### config.mk
export PLATFORM = sky130hd
export DESIGN_NAME = hex_colon_address_parser_top
export DESIGN_NICKNAME = d
export VERILOG_FILES = /design/src/hcap_pkg.sv /design/src/hcap_char_decode.sv /design/src/hex_colon_address_parser_top.sv
export SDC_FILE = /design/constraint.sdc
export NUM_CORES = 1
export LEC_CHECK = 0
export BUFFER_PORTS_ARGS = -buffer_cell sky130_fd_sc_hd__buf_2
export CAP_MARGIN = 25
export CORE_MARGIN = 2
export CORE_UTILIZATION = 40
export DETAILED_ROUTE_END_ITERATION = 6
export HOLD_SLACK_MARGIN = 0.03
export PLACE_DENSITY = 0.61
export SKIP_CTS_REPAIR_TIMING = 1
export SLEW_MARGIN = 20
export SYNTH_ARGS = -nofsm -noshare
export SYNTH_HDL_FRONTEND = slang
export SYNTH_SLANG_ARGS = --single-unit
### constraint.sdc
create_clock -name clock -period 2.28 [get_ports clock]
set_input_delay 0.228 -clock clock [delete_from_list [all_inputs] [get_ports clock]]
set_output_delay 0.228 -clock clock [all_outputs]
set_load 0.01 [all_outputs]
### src/hcap_pkg.sv
// ---------------------------------------------------------------------------
// hcap_pkg
// types, codes and character constants of the hex address parser
// ---------------------------------------------------------------------------
package hcap_pkg;

   // default address length limit in bytes
   localparam int MaxAddrBytesDefault = 8;

   // result event codes
   localparam logic [2:0] EvConsumed = 3'd0;
   localparam logic [2:0] EvByte     = 3'd1;
   localparam logic [2:0] EvSuccess  = 3'd2;
   localparam logic [2:0] EvError    = 3'd3;
   localparam logic [2:0] EvIgnored  = 3'd4;

   // characters of interest
   localparam logic [7:0] CharNul     = 8'h00;
   localparam logic [7:0] CharTab     = 8'h09;
   localparam logic [7:0] CharSpace   = 8'h20;
   localparam logic [7:0] CharColon   = 8'h3a;
   localparam logic [7:0] CharDigit0  = 8'h30;
   localparam logic [7:0] CharDigit9  = 8'h39;
   localparam logic [7:0] CharLowerA  = 8'h61;
   localparam logic [7:0] CharLowerF  = 8'h66;
   localparam logic [7:0] CharUpperA  = 8'h41;
   localparam logic [7:0] CharUpperF  = 8'h46;
   localparam logic [7:0] LetterValue = 8'd10;

   // parser phase, one-hot
   typedef enum logic [4:0] {
      PH_START  = 5'b00001,
      PH_LOW    = 5'b00010,
      PH_AFTER  = 5'b00100,
      PH_NEXT   = 5'b01000,
      PH_FAILED = 5'b10000
   } phase_type;

   // classification of one input character
   typedef struct packed {
      logic       is_blank;
      logic       is_hex;
      logic       is_colon;
      logic       is_nul;
      logic [3:0] nibble;
   } char_class_type;

endpackage

### src/hcap_char_decode.sv
// ---------------------------------------------------------------------------
// hcap_char_decode
// classifies one character and converts a hex digit to its nibble value
// ---------------------------------------------------------------------------
module hcap_char_decode (
   input  logic [7:0]                character,
   output hcap_pkg::char_class_type  char_class
);
   import hcap_pkg::*;

   logic is_digit;
   logic is_lower;
   logic is_upper;
   logic [7:0] lower_value;
   logic [7:0] upper_value;
   logic [7:0] digit_value;

   // range checks
   assign is_digit = (character >= CharDigit0) && (character <= CharDigit9);
   assign is_lower = (character >= CharLowerA) && (character <= CharLowerF);
   assign is_upper = (character >= CharUpperA) && (character <= CharUpperF);

   // digit values
   assign digit_value = character - CharDigit0;
   assign lower_value = character - CharLowerA + LetterValue;
   assign upper_value = character - CharUpperA + LetterValue;

   // class flags and nibble
   always_comb begin
      char_class.is_blank = (character == CharSpace) || (character == CharTab);
      char_class.is_hex   = is_digit || is_lower || is_upper;
      char_class.is_colon = (character == CharColon);
      char_class.is_nul   = (character == CharNul);
      if (is_digit) begin
         char_class.nibble = digit_value[3:0];
      end else if (is_lower) begin
         char_class.nibble = lower_value[3:0];
      end else if (is_upper) begin
         char_class.nibble = upper_value[3:0];
      end else begin
         char_class.nibble = 4'd0;
      end
   end

endmodule

### src/hex_colon_address_parser_top.sv
// ---------------------------------------------------------------------------
// hex_colon_address_parser_top
// parses a colon-separated hex address one character per word
// ---------------------------------------------------------------------------
// Takes one character per word and returns exactly one result word for it
// in the next cycle, through a result register. A new character is taken in
// each cycle unless stalled: the phase, first nibble and byte count registers
// are updated in the same cycle it is accepted, so throughput is one word per
// cycle. req_stall is high only while a result is held and rsp_stall is high.
// Events: consumed, byte completed (with value and index), success at NUL
// (with length), error, and ignored until the NUL that re-arms the parser.
// MAX_ADDR_BYTES (1 to 64) sets the longest address accepted.
module hex_colon_address_parser_top #(
   parameter int MAX_ADDR_BYTES = hcap_pkg::MaxAddrBytesDefault
) (
   input  logic       clock,
   input  logic       reset,
   input  logic       req_valid,
   output logic       req_stall,
   input  logic [7:0] req_character,
   output logic       rsp_valid,
   input  logic       rsp_stall,
   output logic [2:0] rsp_event_res,
   output logic [7:0] rsp_byte_value,
   output logic [5:0] rsp_byte_index,
   output logic [6:0] rsp_address_length
);
   import hcap_pkg::*;

   localparam logic [6:0] MaxCount = 7'(MAX_ADDR_BYTES);

   char_class_type char_class;

   phase_type  phase_ff, phase_in;
   logic [3:0] high_nibble_ff, high_nibble_in;
   logic [6:0] byte_count_ff, byte_count_in;

   logic       rsp_valid_ff, rsp_valid_in;
   logic [2:0] event_ff, event_in;
   logic [7:0] value_ff, value_in;
   logic [5:0] index_ff, index_in;
   logic [6:0] length_ff, length_in;

   logic accept;
   logic rearm;

   hcap_char_decode u_decode (
      .character  (req_character),
      .char_class (char_class)
   );

   // handshake
   assign req_stall = rsp_valid_ff && rsp_stall;
   assign accept    = req_valid && !req_stall;

   // phase update and result for the current character
   always_comb begin
      phase_in       = phase_ff;
      high_nibble_in = high_nibble_ff;
      byte_count_in  = byte_count_ff;
      event_in       = EvConsumed;
      value_in       = 8'd0;
      index_in       = 6'd0;
      rearm          = 1'b0;

      unique case (phase_ff)
         PH_START: begin
            if (char_class.is_blank) begin
               event_in = EvConsumed;
            end else if (char_class.is_hex) begin
               high_nibble_in = char_class.nibble;
               phase_in       = PH_LOW;
            end else begin
               event_in = EvError;
            end
         end
         PH_NEXT: begin
            if (char_class.is_hex) begin
               high_nibble_in = char_class.nibble;
               phase_in       = PH_LOW;
            end else begin
               event_in = EvError;
            end
         end
         PH_LOW: begin
            if (char_class.is_hex) begin
               value_in      = {high_nibble_ff, char_class.nibble};
               index_in      = byte_count_ff[5:0];
               byte_count_in = byte_count_ff + 7'd1;
               event_in      = EvByte;
               phase_in      = PH_AFTER;
            end else begin
               event_in = EvError;
            end
         end
         PH_AFTER: begin
            if (char_class.is_blank) begin
               event_in = EvConsumed;
            end else if (char_class.is_colon) begin
               if (byte_count_ff >= MaxCount) begin
                  event_in = EvError;
               end else begin
                  phase_in = PH_NEXT;
               end
            end else if (char_class.is_nul) begin
               event_in = EvSuccess;
               rearm    = 1'b1;
            end else begin
               event_in = EvError;
            end
         end
         PH_FAILED: begin
            event_in = EvIgnored;
            rearm    = char_class.is_nul;
         end
         default: begin
            event_in = EvIgnored;
            phase_in = PH_FAILED;
         end
      endcase

      // error handling: NUL re-arms at once, anything else starts ignoring
      if (event_in == EvError) begin
         if (char_class.is_nul) begin
            rearm = 1'b1;
         end else begin
            phase_in = PH_FAILED;
         end
      end

      length_in = byte_count_in;

      if (rearm) begin
         phase_in       = PH_START;
         high_nibble_in = 4'd0;
         byte_count_in  = 7'd0;
      end
   end

   // result valid
   always_comb begin
      rsp_valid_in = rsp_valid_ff;
      if (accept) begin
         rsp_valid_in = 1'b1;
      end else if (!rsp_stall) begin
         rsp_valid_in = 1'b0;
      end
   end

   // control state
   always_ff @(posedge clock) begin
      if (reset) begin
         phase_ff       <= PH_START;
         high_nibble_ff <= 4'd0;
         byte_count_ff  <= 7'd0;
         rsp_valid_ff   <= 1'b0;
      end else begin
         rsp_valid_ff <= rsp_valid_in;
         if (accept) begin
            phase_ff       <= phase_in;
            high_nibble_ff <= high_nibble_in;
            byte_count_ff  <= byte_count_in;
         end
      end
   end

   // result payload
   always_ff @(posedge clock) begin
      if (accept) begin
         event_ff  <= event_in;
         value_ff  <= value_in;
         index_ff  <= index_in;
         length_ff <= length_in;
      end
   end

   assign rsp_valid          = rsp_valid_ff;
   assign rsp_event_res      = event_ff;
   assign rsp_byte_value     = value_ff;
   assign rsp_byte_index     = index_ff;
   assign rsp_address_length = length_ff;

endmodule

Word level (Yosys, flattened, before mapping)
Index checks and enable logic that the tools add are counted.

operators by class
  eq/ne operators = 11
  add/subtract/negate cells = 6
  mux-type cells = 36
  divide/modulo/power cells = 0
  order comparisons = 7
  bitwise operators = 0
  shift-type cells = 0
  reductions and logical operators = 13
  multiply operators = 0

operator list
  cell                                                                                 count
  5-bit two-way mux                                                                    9
  5-bit case mux with 5 select lines                                                   1
  4-bit two-way mux                                                                    6
  7-bit two-way mux                                                                    3
  8-bit by 6-bit equality test with 1-bit output, second input constant                2
  8-bit by 7-bit greater-or-equal comparator with 1-bit output, second input constant  2
  8-bit by 7-bit less-or-equal comparator with 1-bit output, second input constant     2
  3-bit case mux with 4 select lines                                                   1
  4-bit by 1-bit subtractor with 4-bit output, second input constant                   3
  4-bit adder, second input constant                                                   2
  8-bit by 4-bit equality test with 1-bit output, second input constant                1
  8-bit by 6-bit greater-or-equal comparator with 1-bit output, second input constant  1
  8-bit by 6-bit less-or-equal comparator with 1-bit output, second input constant     1
  8-bit logical NOT                                                                    1
  1-bit two-way mux                                                                    8
  2-bit two-way mux                                                                    4
  4-bit case mux with 2 select lines                                                   1
  7-bit by 1-bit adder with 7-bit output, second input constant                        1
  7-bit by 4-bit greater-or-equal comparator with 1-bit output, second input constant  1
  3-bit two-way mux                                                                    2
  5-bit by 1-bit equality test with 1-bit output, second input constant                1
  5-bit by 2-bit equality test with 1-bit output, second input constant                1
  5-bit by 3-bit equality test with 1-bit output, second input constant                1
  5-bit by 4-bit equality test with 1-bit output, second input constant                1
  11 further kinds                                                                     17

word-level totals
  memories kept = 0
  bits in registers = 41
  bits in writable memories = 0
  bits of input ports = 12
  logic and storage cells = 81
  latch bits = 0
  bits in read-only memories = 0
  output and inout bits = 26

Depth between registers and ports, before layout
  depth in word-level cells = 11
  gate-level depth with buffers = 8
  depth with buffers taken out = 8

By module
A second synthesis with hierarchy kept.

second synthesis, totals
  cell total of the unflattened synthesis = 204
  area, all modules = 2,205.9 um2

by module, submodules not included
  module                        cells an instance  seq. area each (um2)  area an instance (um2)  instances
  hex_colon_address_parser_top  174                1,061.0               1,960.6                 1
  hcap_char_decode              30                 0.0                   245.2                   1

Least setup slack after synthesis
Ideal clock, no wire load.

  path type = reg-to-reg
  from = reg rsp_valid_ff, in the netlist rsp_valid
  to = reg byte_count_ff[5]
  setup time = 122 ps
  arrival time = 2,184 ps
  clock period less this slack = 2,306 ps
  required time = 2,158 ps
  path buffers = 1
  path slack = -26 ps
  cell stages (with the launch flop) = 7
  path through = dfxtp_1 nand2_1 nand2_1 inv_1 nor2_1 dlygate4sd3_1 a221o_1

between the ends
  cells in the longest elaborated chain, start to end = 3

ends and longest elaborated chain
  element                 line                                 text
  start, declared         hex_colon_address_parser_top.sv:38   logic rsp_valid_ff, rsp_valid_in;
  start signal, assigned  hex_colon_address_parser_top.sv:158  rsp_valid_ff <= rsp_valid_in;
  1-bit logical AND       hex_colon_address_parser_top.sv:53   assign req_stall = rsp_valid_ff && rsp_stall;
  1-bit logical NOT       hex_colon_address_parser_top.sv:54   assign accept = req_valid && !req_stall;
  1-bit logical AND       hex_colon_address_parser_top.sv:54
  net accept              hex_colon_address_parser_top.sv:44   logic accept;
  end signal, assigned    hex_colon_address_parser_top.sv:162  byte_count_ff <= byte_count_in;
  end, declared           hex_colon_address_parser_top.sv:36   logic [6:0] byte_count_ff, byte_count_in;

The timed path passes the listed nets, and every way through them passes these cells.
A chain may end at the register's enable or synchronous reset.

Worst setup path after layout
  from = reg phase_ff[0]
  to = reg byte_count_ff[2]

between the ends
  elaborated cells on any way between the ends = 12
  classes of those cells = eq/ne (6); mux (6)

RTL lines
  element                                         line                                 text
  start, declared                                 hex_colon_address_parser_top.sv:34   phase_type phase_ff, phase_in;
  start signal, assigned                          hex_colon_address_parser_top.sv:160  phase_ff <= phase_in;
  5-bit by 2-bit equality test with 1-bit output  hex_colon_address_parser_top.sv:66   unique case (phase_ff)
  7-bit two-way mux                               hex_colon_address_parser_top.sv:66
  net length_in[2]                                hex_colon_address_parser_top.sv:42   logic [6:0] length_ff, length_in;
  7-bit two-way mux                               hex_colon_address_parser_top.sv:133  if (rearm) begin

The timed path passes the listed nets, and every way through them passes these cells.

==> report_table.html <==
<table>
<tr><th>Metric</th><th>Value</th></tr>
<tr><th colspan="2">Final layout</th></tr>
<tr><td>Fin cells</td><td>334</td></tr>
<tr><td>Antenna cells</td><td>0</td></tr>
<tr><td>Design Area, Final</td><td>0.00263 mm²</td></tr>
<tr><td>Core Util, Final</td><td>51.5%</td></tr>
<tr><td>Final layout net count</td><td>281</td></tr>
<tr><td>Area grow syn2layout</td><td>24.4%</td></tr>
<tr><td>Fraction of layout cells with a size suffix above 1</td><td>33.0%</td></tr>
<tr><th colspan="2">Placed design</th></tr>
<tr><td>Port Buf Inserts</td><td>37</td></tr>
<tr><td>Instance count after placement with tap cells included</td><td>326</td></tr>
<tr><td>GP Congestion</td><td>0.908</td></tr>
<tr><td>Detailed Place HPWL</td><td>3430 µm</td></tr>
<tr><td>Placement Cell Area</td><td>0.00253 mm²</td></tr>
<tr><td>Setup slack after placement</td><td>-0.00554 ns</td></tr>
<tr><th colspan="2">Drt</th></tr>
<tr><td>Sum of routed wire length over all layers</td><td>4510 µm</td></tr>
<tr><td>Final antenna-violating net count</td><td>0</td></tr>
<tr><td>Post-detailed-route DRC marker count</td><td>0</td></tr>
<tr><td>Total iterations of the first detailed-routing run</td><td>4</td></tr>
<tr><td>Initial DRC Count</td><td>73</td></tr>
<tr><td>Wire length per cell</td><td>13.5 µm</td></tr>
<tr><td>Via density</td><td>5.15</td></tr>
<tr><td>Via total after detailed routing</td><td>1,719</td></tr>
<tr><th colspan="2">Setup path</th></tr>
<tr><td>Worst reg2reg path endpoint</td><td>byte_count_ff[2]</td></tr>
<tr><td>Worst R2R Path Depth</td><td>7</td></tr>
<tr><td>Data arrival time at the worst-slack endpoint</td><td>2.31 ns</td></tr>
<tr><td>Critical R2R Launch</td><td>phase_ff[0]</td></tr>
<tr><td>Worst setup EP type</td><td>flip-flop</td></tr>
<tr><td>Data required time at the worst endpoint</td><td>2.47 ns</td></tr>
<tr><td>Endpoint of the most critical setup path</td><td>byte_count_ff[2]</td></tr>
<tr><td>Critical path fanouts, max</td><td>16</td></tr>
<tr><td>Kind of critical path</td><td>reg2reg</td></tr>
<tr><td>Setup slack of the worst register-to-register path</td><td>0.16 ns</td></tr>
<tr><td>Crit. Startpoint</td><td>phase_ff[0]</td></tr>
<tr><td>Crit start category</td><td>flip-flop</td></tr>
<tr><th colspan="2">Clock network</th></tr>
<tr><td>Clk root buf</td><td>clkbuf_8</td></tr>
<tr><td>CTS tree</td><td>built</td></tr>
<tr><td>Max H-tree Level</td><td>2</td></tr>
<tr><td>Num CTS Buffers</td><td>5</td></tr>
<tr><td>Clk buf depth</td><td>2</td></tr>
<tr><td>CTS sink cnt</td><td>41</td></tr>
<tr><td>Clock-pin slew of the registers on the worst-case setup and hold paths</td><td>0.08 ns</td></tr>
<tr><td>Later-pin clock latency in the skew report</td><td>0.29 ns</td></tr>
<tr><th colspan="2">Power</th></tr>
<tr><td>Pwr dens</td><td>577 mW/mm²</td></tr>
<tr><td>VDD IR max</td><td>0.213 mV</td></tr>
<tr><td>Total design power</td><td>1.52 mW</td></tr>
<tr><td>Total leakage power</td><td>1.08 nW</td></tr>
<tr><th colspan="2">STA</th></tr>
<tr><td>Aggregate negative setup slack</td><td>0 ns</td></tr>
<tr><td>Unrepaired setup endpoints after global routing</td><td>false</td></tr>
<tr><td>Maximum operating frequency</td><td>471 MHz</td></tr>
<tr><td>Worst path setup slack after routing</td><td>0.155 ns</td></tr>
<tr><td>Tightest slew margin relative to the limit</td><td>52.7%</td></tr>
<tr><td>Pins over their slew limit</td><td>0</td></tr>
<tr><td>Slew at the pin closest to its max-slew limit</td><td>0.705 ns</td></tr>
<tr><td>Time the worst path needs with I/O delays and setup</td><td>2.12 ns</td></tr>
<tr><td>Final hold vios</td><td>0</td></tr>
<tr><td>Number of endpoints failing setup at the final stage</td><td>0</td></tr>
<tr><td>Worst slack on hold paths</td><td>0.167 ns</td></tr>
<tr><td>Final worst-path cycle share</td><td>93.2%</td></tr>
<tr><td>Fin Clk Skew</td><td>0.0105 ns</td></tr>
<tr><th colspan="2">GRT</th></tr>
<tr><td>Sum of overflow across all layers after global routing</td><td>0</td></tr>
<tr><td>First-pass GRT wire length</td><td>7520 µm</td></tr>
<tr><td>Largest net degree at the start of global routing</td><td>17</td></tr>
<tr><td>GR Util All Layers</td><td>16.2%</td></tr>
<tr><td>Vias in the first global route</td><td>1,586</td></tr>
<tr><td>Initial antenna violation count</td><td>0</td></tr>
<tr><th colspan="2">Synth</th></tr>
<tr><td>Synth top area cells</td><td>edfxtp_1 (34%), dfxtp_1 (16%), and2_1 (3.6%)</td></tr>
<tr><td>Fraction of synthesized cell area taken by the top area cell type</td><td>34.1%</td></tr>
<tr><td>Flip-flop cell with the highest count after synthesis</td><td>edfxtp_1</td></tr>
<tr><td>Count leader, synth</td><td>edfxtp_1</td></tr>
<tr><td>FFs w/ async S/R, synth</td><td>0%</td></tr>
<tr><td>Warnings from Yosys</td><td>0</td></tr>
<tr><td>Summed instance area of the synthesized netlist</td><td>0.00211 mm²</td></tr>
<tr><td>Mean area per synthesized cell</td><td>10.4 µm²</td></tr>
<tr><td>Post-Syn Instances</td><td>203</td></tr>
<tr><td>Cell type with the largest total area after synthesis</td><td>edfxtp_1</td></tr>
<tr><td>Register bit count reported by yosys</td><td>41</td></tr>
<tr><td>Post-synthesis sequential area ratio</td><td>50.2%</td></tr>
<tr><td>Commonest cells post-synth</td><td>edfxtp_1 (24), dfxtp_1 (17), nor2_1 (17), nand2_1 (16), and2_1 (12)</td></tr>
<tr><td>Total nets after synthesis</td><td>221</td></tr>
<tr><td>Number of distinct library cell variants in the gate-level netlist after synthesis</td><td>53</td></tr>
<tr><td>Number of enable flip-flop cells after synthesis</td><td>24</td></tr>
<tr><th colspan="2">Outcome</th></tr>
<tr><td>Outcome</td><td>finished clean</td></tr>
<tr><th colspan="2">Floorplan</th></tr>
<tr><td>Number of placement rows</td><td>26</td></tr>
<tr><td>Horizontal die dimension</td><td>76.7 µm</td></tr>
<tr><td>Initial cell density of the core</td><td>41.4%</td></tr>
<tr><td>Core footprint</td><td>0.00511 mm²</td></tr>
<tr><td>Vertical extent of the die</td><td>76.7 µm</td></tr>
<tr><td>Top-level port count</td><td>38</td></tr>
<tr><td>Area of the die</td><td>0.00588 mm²</td></tr>
<tr><th colspan="2">Hold path</th></tr>
<tr><td>Cell depth of the worst min-delay path</td><td>3</td></tr>
<tr><td>Hold Crit Class</td><td>in2reg</td></tr>
<tr><th colspan="2">Job</th></tr>
<tr><td>Total of max-cap violations</td><td>0</td></tr>
</table>
## routing by layer
| layer | global-route usage (%) | part of all wire, % |
|---|---|---|
| met4 | 6.55 | 1.7 |
| met3 | 3.18 | 5.9 |
| met2 | 26.0 | 44 |
| met1 | 21.6 | 48 |
| met5 | 0 | 0 |
## critical path, stage by stage (launching register included)
cell	delay [ns]
dfxtp_1	0.39
or3_1	0.37
or3b_2	0.52
a21oi_2	0.17
buf_12	0.16
nand2_1	0.07
xnor2_1	0.14
a22o_1	0.20
## logic make-up after synthesis
kind of cell               count (synthesis)  synth area share [%]
buffers and inverters                     17                  3.90
adders and majority gates                  6                  3.55
DFF                                       41                  50.2
and+or+nand+nor                           86                  22.5
muxes                                      1                 0.473
AOI/OAI and AO/OA                         45                  16.5
xor gates and xnor gates                   7                  2.90
## state kept, by name, summed over array words and instances, names as in the netlist
register and count:
byte_count_ff 7, high_nibble_ff 4, phase_ff 5, rsp_address_length 7
rsp_byte_index 6, rsp_byte_value 8, rsp_event_res 3, rsp_valid 1
## power by group
part / internal (mW) / switching [mW] / leakage (nW)
Sequential: 0.815 / 0.0153 / 0.379
Combinational: 0.0803 / 0.116 / 0.650
Clock: 0.245 / 0.247 / 0.0512
## placed cells by master (no fill, tap or decap), types with 2 or more instances in the layout
cell / instances
a211o_1: 2
a21oi_1: 5
a221o_1: 2
a22o_1: 6
a31o_2: 4
and2_1: 12
buf_2: 37
buf_4: 23
clkbuf_8: 6
dfxtp_1: 17
edfxtp_1: 24
ha_1: 6
inv_1: 8
nand2_1: 16
nand3_1: 4
nand3b_1: 4
nand4_1: 3
nor2_1: 17
nor3_1: 11
nor3b_1: 3
nor4_1: 2
o2111ai_1: 2
o211ai_1: 2
o21a_1: 2
o21ai_0: 8
o311ai_0: 2
or3_1: 2
or4_4: 2
xnor2_1: 4
xor2_1: 3
## how the worst min path moves through the flow
| stage | end | slack [ns] | startpoint |
|---|---|---|---|
| 3_5_place_dp | rsp_valid | 0.46 | req_valid |
| 3_3_place_gp | rsp_valid | 0.46 | req_valid |
| 5_1_grt | rsp_valid | 0.19 | req_valid |
| 6_report | rsp_valid | 0.17 | req_valid |
| 2_1_floorplan | rsp_valid | 0.35 | req_valid |
| 4_1_cts | rsp_valid | 0.16 | req_valid |
## cell type report
| cell class | count | area, µm² |
|---|---|---|
| Clock buffer | 6 | 82.6 |
| Clock inverter | 2 | 13.8 |
| Fill cell | 476 | 2480 |
| Inverter | 9 | 37.5 |
| Multi-Input combinational cell | 145 | 971 |
| Sequential cell | 41 | 1060 |
| Tap cell | 70 | 87.6 |
| Timing Repair Buffer | 61 | 378 |
(Power assumes the default switching activity.)
